[src/design/apdm_pkg.sv]
package apdm_pkg;

  localparam int unsigned PatternLenDef = 32;
  localparam int unsigned MaxEditsDef   = 3;
  localparam int unsigned GroupDef      = 4;

  localparam int unsigned CfgW      = 64;
  localparam int unsigned CfgIdxW   = 2;
  localparam int unsigned NumPatReg = 4;
  localparam int unsigned FlagsW    = 4;
  localparam int unsigned CodeW     = 2;

  localparam logic [CfgIdxW-1:0] RegPatternA = 2'd0;
  localparam logic [CfgIdxW-1:0] RegPatternB = 2'd1;
  localparam logic [CfgIdxW-1:0] RegPatternC = 2'd2;
  localparam logic [CfgIdxW-1:0] RegPatternD = 2'd3;

  // Control for one row unit in the current cycle.
  typedef struct packed {
    logic [CodeW-1:0] code;
    logic             base_valid;
    logic             update;
  } step_t;

endpackage

[src/design/apdm_row_unit.sv]
module apdm_row_unit #(
  parameter int unsigned PATTERN_LEN = apdm_pkg::PatternLenDef,
  parameter int unsigned MAX_EDITS   = apdm_pkg::MaxEditsDef
) (
  input  logic                                 clk_i,
  input  logic                                 rst_ni,
  input  apdm_pkg::step_t                      step_i,
  input  logic [2*PATTERN_LEN-1:0]             pattern_i,
  output logic [MAX_EDITS:0]                   flags_o
);

  logic [PATTERN_LEN-1:0] rows_q [MAX_EDITS+1];
  logic [PATTERN_LEN-1:0] rows_d [MAX_EDITS+1];
  logic [PATTERN_LEN-1:0] match;

  always_comb begin
    for (int i = 0; i < PATTERN_LEN; i++) begin
      match[i] = step_i.base_valid &&
                 (pattern_i[apdm_pkg::CodeW*i +: apdm_pkg::CodeW] == step_i.code);
    end
  end

  // match / substitution / insertion from the previous rows, deletion from the
  // row just built one edit lower
  always_comb begin
    rows_d[0] = {rows_q[0][PATTERN_LEN-2:0], 1'b1} & match;
    for (int j = 1; j <= MAX_EDITS; j++) begin
      rows_d[j] = ({rows_q[j][PATTERN_LEN-2:0], 1'b0} & match)
                | ({rows_q[j-1][PATTERN_LEN-2:0], 1'b0} & ~match)
                | rows_q[j-1]
                | {rows_d[j-1][PATTERN_LEN-2:0], 1'b0}
                | {{(PATTERN_LEN-1){1'b0}}, 1'b1};
    end
  end

  always_comb begin
    flags_o[0] = rows_d[0][PATTERN_LEN-1];
    for (int j = 1; j <= MAX_EDITS; j++) begin
      flags_o[j] = rows_d[j][PATTERN_LEN-1] & ~rows_d[j-1][PATTERN_LEN-1];
    end
  end

  always_ff @(posedge clk_i or negedge rst_ni) begin
    if (!rst_ni) begin
      for (int j = 0; j <= MAX_EDITS; j++) begin
        rows_q[j] <= '0;
      end
    end else if (step_i.update) begin
      for (int j = 0; j <= MAX_EDITS; j++) begin
        rows_q[j] <= rows_d[j];
      end
    end
  end

endmodule

[src/design/approx_dna_pattern_matcher.sv]
// Channel   Direction  Handshake                 Payload
// in        input      in_valid_i / in_stall_o   base_code_i, base_valid_i
// out       output     out_valid_o / out_stall_i end_flags_o
// cfg       input      cfg_we_i                  cfg_index_i, cfg_data_i
//
// One item per cycle unless a held result stalls; the result is registered.
// The row update for all patterns and edit counts is one combinational step
// between the input register and the result register.
// Reset clears the pattern registers, the stored rows and both valid flags.
// A held result stalls the input only once the input register is also full.
module approx_dna_pattern_matcher #(
  parameter int unsigned PATTERN_LEN = apdm_pkg::PatternLenDef,
  parameter int unsigned MAX_EDITS   = apdm_pkg::MaxEditsDef,
  parameter int unsigned GROUP       = apdm_pkg::GroupDef
) (
  input  logic                         clk_i,
  input  logic                         rst_ni,
  input  logic                         in_valid_i,
  output logic                         in_stall_o,
  input  logic [apdm_pkg::CodeW-1:0]   base_code_i,
  input  logic                         base_valid_i,
  output logic                         out_valid_o,
  input  logic                         out_stall_i,
  output logic [apdm_pkg::FlagsW-1:0]  end_flags_o,
  input  logic                         cfg_we_i,
  input  logic [apdm_pkg::CfgIdxW-1:0] cfg_index_i,
  input  logic [apdm_pkg::CfgW-1:0]    cfg_data_i
);

  logic [apdm_pkg::CfgW-1:0] pat_q [apdm_pkg::NumPatReg];

  logic                       in_vld_q;
  logic [apdm_pkg::CodeW-1:0] code_q;
  logic                       bval_q;
  logic                       out_vld_q;
  logic [apdm_pkg::FlagsW-1:0] flags_q;
  logic [apdm_pkg::FlagsW-1:0] flags_d;

  logic in_acc;
  logic adv;
  apdm_pkg::step_t step;

  logic [MAX_EDITS:0] grp_flags [GROUP];
  logic [MAX_EDITS:0] any_flags;

  assign adv        = in_vld_q && (!out_vld_q || !out_stall_i);
  assign in_stall_o = in_vld_q && !adv;
  assign in_acc     = in_valid_i && !in_stall_o;

  always_ff @(posedge clk_i or negedge rst_ni) begin
    if (!rst_ni) begin
      for (int r = 0; r < apdm_pkg::NumPatReg; r++) begin
        pat_q[r] <= '0;
      end
    end else if (cfg_we_i) begin
      unique case (cfg_index_i)
        apdm_pkg::RegPatternA: pat_q[0] <= cfg_data_i;
        apdm_pkg::RegPatternB: pat_q[1] <= cfg_data_i;
        apdm_pkg::RegPatternC: pat_q[2] <= cfg_data_i;
        apdm_pkg::RegPatternD: pat_q[3] <= cfg_data_i;
        default: ;
      endcase
    end
  end

  always_ff @(posedge clk_i or negedge rst_ni) begin
    if (!rst_ni) begin
      in_vld_q  <= 1'b0;
      out_vld_q <= 1'b0;
    end else begin
      if (in_acc) begin
        in_vld_q <= 1'b1;
      end else if (adv) begin
        in_vld_q <= 1'b0;
      end
      if (adv) begin
        out_vld_q <= 1'b1;
      end else if (!out_stall_i) begin
        out_vld_q <= 1'b0;
      end
    end
  end

  always_ff @(posedge clk_i) begin
    if (in_acc) begin
      code_q <= base_code_i;
      bval_q <= base_valid_i;
    end
    if (adv) begin
      flags_q <= flags_d;
    end
  end

  assign step.code       = code_q;
  assign step.base_valid = bval_q;
  assign step.update     = adv;

  for (genvar g = 0; g < GROUP; g++) begin : g_grp
    apdm_row_unit #(
      .PATTERN_LEN(PATTERN_LEN),
      .MAX_EDITS  (MAX_EDITS)
    ) u_row (
      .clk_i    (clk_i),
      .rst_ni   (rst_ni),
      .step_i   (step),
      .pattern_i(pat_q[g][2*PATTERN_LEN-1:0]),
      .flags_o  (grp_flags[g])
    );
  end

  always_comb begin
    any_flags = '0;
    for (int g = 0; g < GROUP; g++) begin
      any_flags = any_flags | grp_flags[g];
    end
  end

  // edit counts beyond the output width are dropped
  for (genvar k = 0; k < apdm_pkg::FlagsW; k++) begin : g_flag
    if (k <= MAX_EDITS) begin : g_used
      assign flags_d[k] = any_flags[k];
    end else begin : g_zero
      assign flags_d[k] = 1'b0;
    end
  end

  assign out_valid_o = out_vld_q;
  assign end_flags_o = flags_q;

endmodule

[config.mk]
export PLATFORM = sky130hd
export DESIGN_NAME = approx_dna_pattern_matcher
export DESIGN_NICKNAME = d
export VERILOG_FILES = /design/src/design/apdm_pkg.sv /design/src/design/apdm_row_unit.sv /design/src/design/approx_dna_pattern_matcher.sv
export SDC_FILE = /design/constraint.sdc
export NUM_CORES = 2
export LEC_CHECK = 0
export BUFFER_PORTS_ARGS = -buffer_cell sky130_fd_sc_hd__buf_4
export CAP_MARGIN = 20
export CORE_ASPECT_RATIO = 0.8
export CORE_MARGIN = 3
export CORE_UTILIZATION = 50
export DETAILED_ROUTE_END_ITERATION = 10
export PLACE_DENSITY = 0.68
export SYNTH_ARGS = -nofsm -noshare
export SYNTH_HDL_FRONTEND = slang
export SYNTH_SLANG_ARGS = --single-unit
[constraint.sdc]
create_clock -name clk_i -period 2.2 [get_ports clk_i]
set_input_delay 0.44 -clock clk_i [delete_from_list [all_inputs] [get_ports clk_i]]
set_output_delay 0.44 -clock clk_i [all_outputs]
set_load 0.05 [all_outputs]
==> summary.md <==
| Metric | Value |
|---|---|
| Status | complete, but fails checks |
| Violations in the final reports | setup timing |
| Starting density of the core | about half |
| Largest fanout on the critical path | 3 |
| Yosys warns | 0 |
| Initial drt markers | 1,510 |
| Fin area | 46,600 um^2 |
| Commonest non-fill, non-tap cell in the layout | dfrtp_1 |
| Endpoints failing setup | 12 |
| Clk Latency, worst-skew pair | 0.63 ns |
| Count of buffers from port buffering | 79 |
| ANT nets after route | 0 |
| Int Power | 0.0295 W |
| Hpwl dp | 61,300 um |
| Unrepaired setup endpoints after global routing | true |
| Syn Inst Count | 3,316 |
| Sw frac | 29.7% |
| Total Nets Final | ~3,700 |
| WP data required | between 2 and 3 ns |
| IO Count | 80 |
| Clock network power share | 32.6% |
| Core outline area | 73,900 um^2 |
| First-pass GRT wire length | 148,000 um |
| All-Layer GR Usage | 23.4% |
| Fin crit share | 102% |
| Placed Cells | 4,475 |
| Layout Cells excl Fill | 4,669 |
| CTS tree | yes |
| Synthesized area | 37,400 um^2 |
| Worst slack, placed | -0.149 ns |
| Area grow syn2layout | 24.6% |
| Die area | 78,100 um^2 |
| Pwr dens | 902 nW/um^2 |
| Worst setup SP type | flip-flop |
| Commonest cells after routing, fill and taps aside | dfrtp_1, mux2_2, nor2_1 |
| DR WL/cell | 19.7 um |
| Fmax | 445 MHz |
| Maxcap violations | 0 |
| Clock sinks | 750 |
| Placed Area | 40,900 um^2 |
| Worst EP arrival | 2.62 ns |
| Max-slew headroom | 27.2% |
| Share of cells above drive strength 1 | 37.6% |
| Vias per cell | 5.66 |
| Layout fillers | 5,669 |
| Syn Nets | 3,390 |
| Syn avg cell area | ~11 um^2 |
| Max IR drop VDD | 0.670 mV |
| Fin. Hold Viols | 0 |
| Root Driver | clkbuf_16 |
| Clock buffers created by TritonCTS | 79 |
| Drt pass-1 iters | 5 |
| Async set-reset flop share out of synthesis | 99.1% |
| Vias in the first global route | 26,528 |
| Routed WL | 92,200 um |
| Final slew viol count | 0 |
| Total Power | 0.0420 W |
| GP Congestion | 0.817 |
| Routed vias | 26,405 |
| Reg clk slew, reported paths | 0.06 ns |
| Multi-input logic area | 20,100 um^2 |
| Part of the power in registers | 43.3% |
| Total congestion overflow | 0 |
| Die Ht | 251 um |
| Initial antenna violation count | 4 |
| Slew at the pin with the worst max-slew slack | 1.09 ns |
| Max Clock Skew | about 0.027 ns |
| # rows | 89 |
| Clock buffer depth | 3 |
| Hold Crit Class | in -> reg |
| Unique masters post-synth | 42 |
| Sequential fraction of the synthesis area | 50.3% |
| Endpoint class of the critical path | flip-flop |
| Post-route setup slack | -0.0461 ns |
| DRC | 0 |
| Die width | 312 um |
| Register area | 18,800 um^2 |
| Leakage | 19.4 nW |
| Gate power share | a little under a quarter |
| Net Switching | 0.0125 W |
| Critical path type | reg -> reg |
| FF+latch count, synth | 750 |
| Synth Flop Type | dfrtp_1 |
| Post-synth EDFFs | 7 |
| Largest net degree at the start of global routing | between 100 and 150 |
| Minimum clock period | about 2.2 ns |
| H-tree Lvls | 3 |
==> cell usage after synthesis, types with 81 or more instances <==
master	count	area share, %
nand4_1	128	2.1
clkbuf_1	117	1.2
a21oi_1	117	1.6
dfrtp_1	743	50
o21a_1	110	2.2
mux2_2	471	14
mux2i_1	126	3.4
o21ai_0	141	1.9
nand2_1	182	1.8
nand4b_1	105	2.5
xnor2_1	193	4.5
nor2_1	455	4.6
nand3_1	124	1.7
nor3_2	81	2.2
==> per-stage QoR <==
step           hold WS (ns)  setup TNS, ns  util (%)
2_1_floorplan         0.144              0         -
3_3_place_gp          0.409          -1.33      55.3
3_5_place_dp          0.406          -5.68      55.3
4_1_cts             0.00339         -0.117      59.9
5_1_grt              0.0238          -8.44      63.0
6_report             0.0319         -0.314      63.0
==> routing by layer <==
metal | GRT usage (%) | up-vias | part of all wire [%] | wire length (um)
li1 | - | 12415 | - | -
met1 | 34.2 | 13304 | 47 | 43000
met2 | 36.2 | 538 | 46 | 42500
met3 | 3.66 | 148 | 4.7 | 4350
met4 | 6.82 | 0 | 2.6 | 2370
met5 | 0 | - | 0 | 0
==> final cells by class <==
| cell class | count | area share, % |
|---|---|---|
| Multi-Input combinational cell | 2384 | 43.2 |
| Sequential cell | 750 | 40.4 |
| Timing Repair Buffer | 378 | 7.92 |
| Clock buffer | 113 | 5.02 |
| Tap cell | 1001 | 2.69 |
| Clock inverter | 27 | 0.671 |
| Inverter | 15 | 0.137 |
| Antenna cell | 1 | 0.00537 |
==> power groups by stage <==
stage | Combinational [W] | Clock [W] | Sequential, W
after floorplan | 0.00627 | 0 | 0.0175
after global placement | 0.00849 | 0 | 0.0180
after detailed placement | 0.00865 | 0 | 0.0181
after CTS | 0.00901 | 0.0140 | 0.0179
after global routing | 0.0110 | 0.0145 | 0.0185
final | 0.0101 | 0.0137 | 0.0182
==> cell families (layout without fill, tap and decap cells) <==
logic type             Yosys count  in the layout  share of synthesized area [%]
buffers and inverters          182            533                           2.48
AND/OR/NAND/NOR               1137           1137                           16.0
other                            0              1                              0
XOR/XNOR                       256            256                           7.26
flip-flops                     750            750                           50.3
AO/OA/AOI/OAI                  394            394                           6.44
multiplexers                   597            597                           17.6
==> worst paths after layout <==
check	slack, ns	startpoint	endpoint	depth (start not counted)
worst max-delay path	-0.05	code_q[0]$_DFFE_PP_	end_flags_o[3]$_DFFE_PP_	8
max in group asynchronous	0.98	rst_ni	g_grp[2].u_row.rows_q[34]$_DFFE_PN0P_	3
worst max register to register	-0.05	code_q[0]$_DFFE_PP_	end_flags_o[3]$_DFFE_PP_	8
worst min register to register	0.48	g_grp[0].u_row.rows_q[127]$_DFFE_PN0P_	g_grp[0].u_row.rows_q[127]$_DFFE_PN0P_	2
worst min-delay path	0.03	in_valid_i	in_vld_q$_DFFE_PN0P_	2
min in group asynchronous	0.36	rst_ni	g_grp[2].u_row.rows_q[18]$_DFFE_PN0P_	2
==> critical path, cell delays in order, from the launching register on <==
cell and delay, ns:
edfxtp_1 0.47, buf_6 0.17, buf_6 0.12, xnor2_4 0.14
nand3_2 0.13, mux2_4 0.33, o41ai_4 0.34, buf_4 0.19
nand4_1 0.09
==> registers in the layout, indices dropped and copies added, names as in the netlist <==
signal	flops
bval_q	1
code_q	2
end_flags_o	4
g_grp.u_row.rows_q	485
in_vld_q	1
out_valid_o	1
pat_q	256
==> timing repair <==
action	4_1_cts	5_1_grt
pin swaps	33	169
hold buffers	4	0
gates resized for setup	74	298
setup buffers	17	32
endpoints found under the setup margin	165	226
endpoints found under the hold margin	23	0
cloned	2	1
No activity file was read; power rests on OpenSTA's default activity.
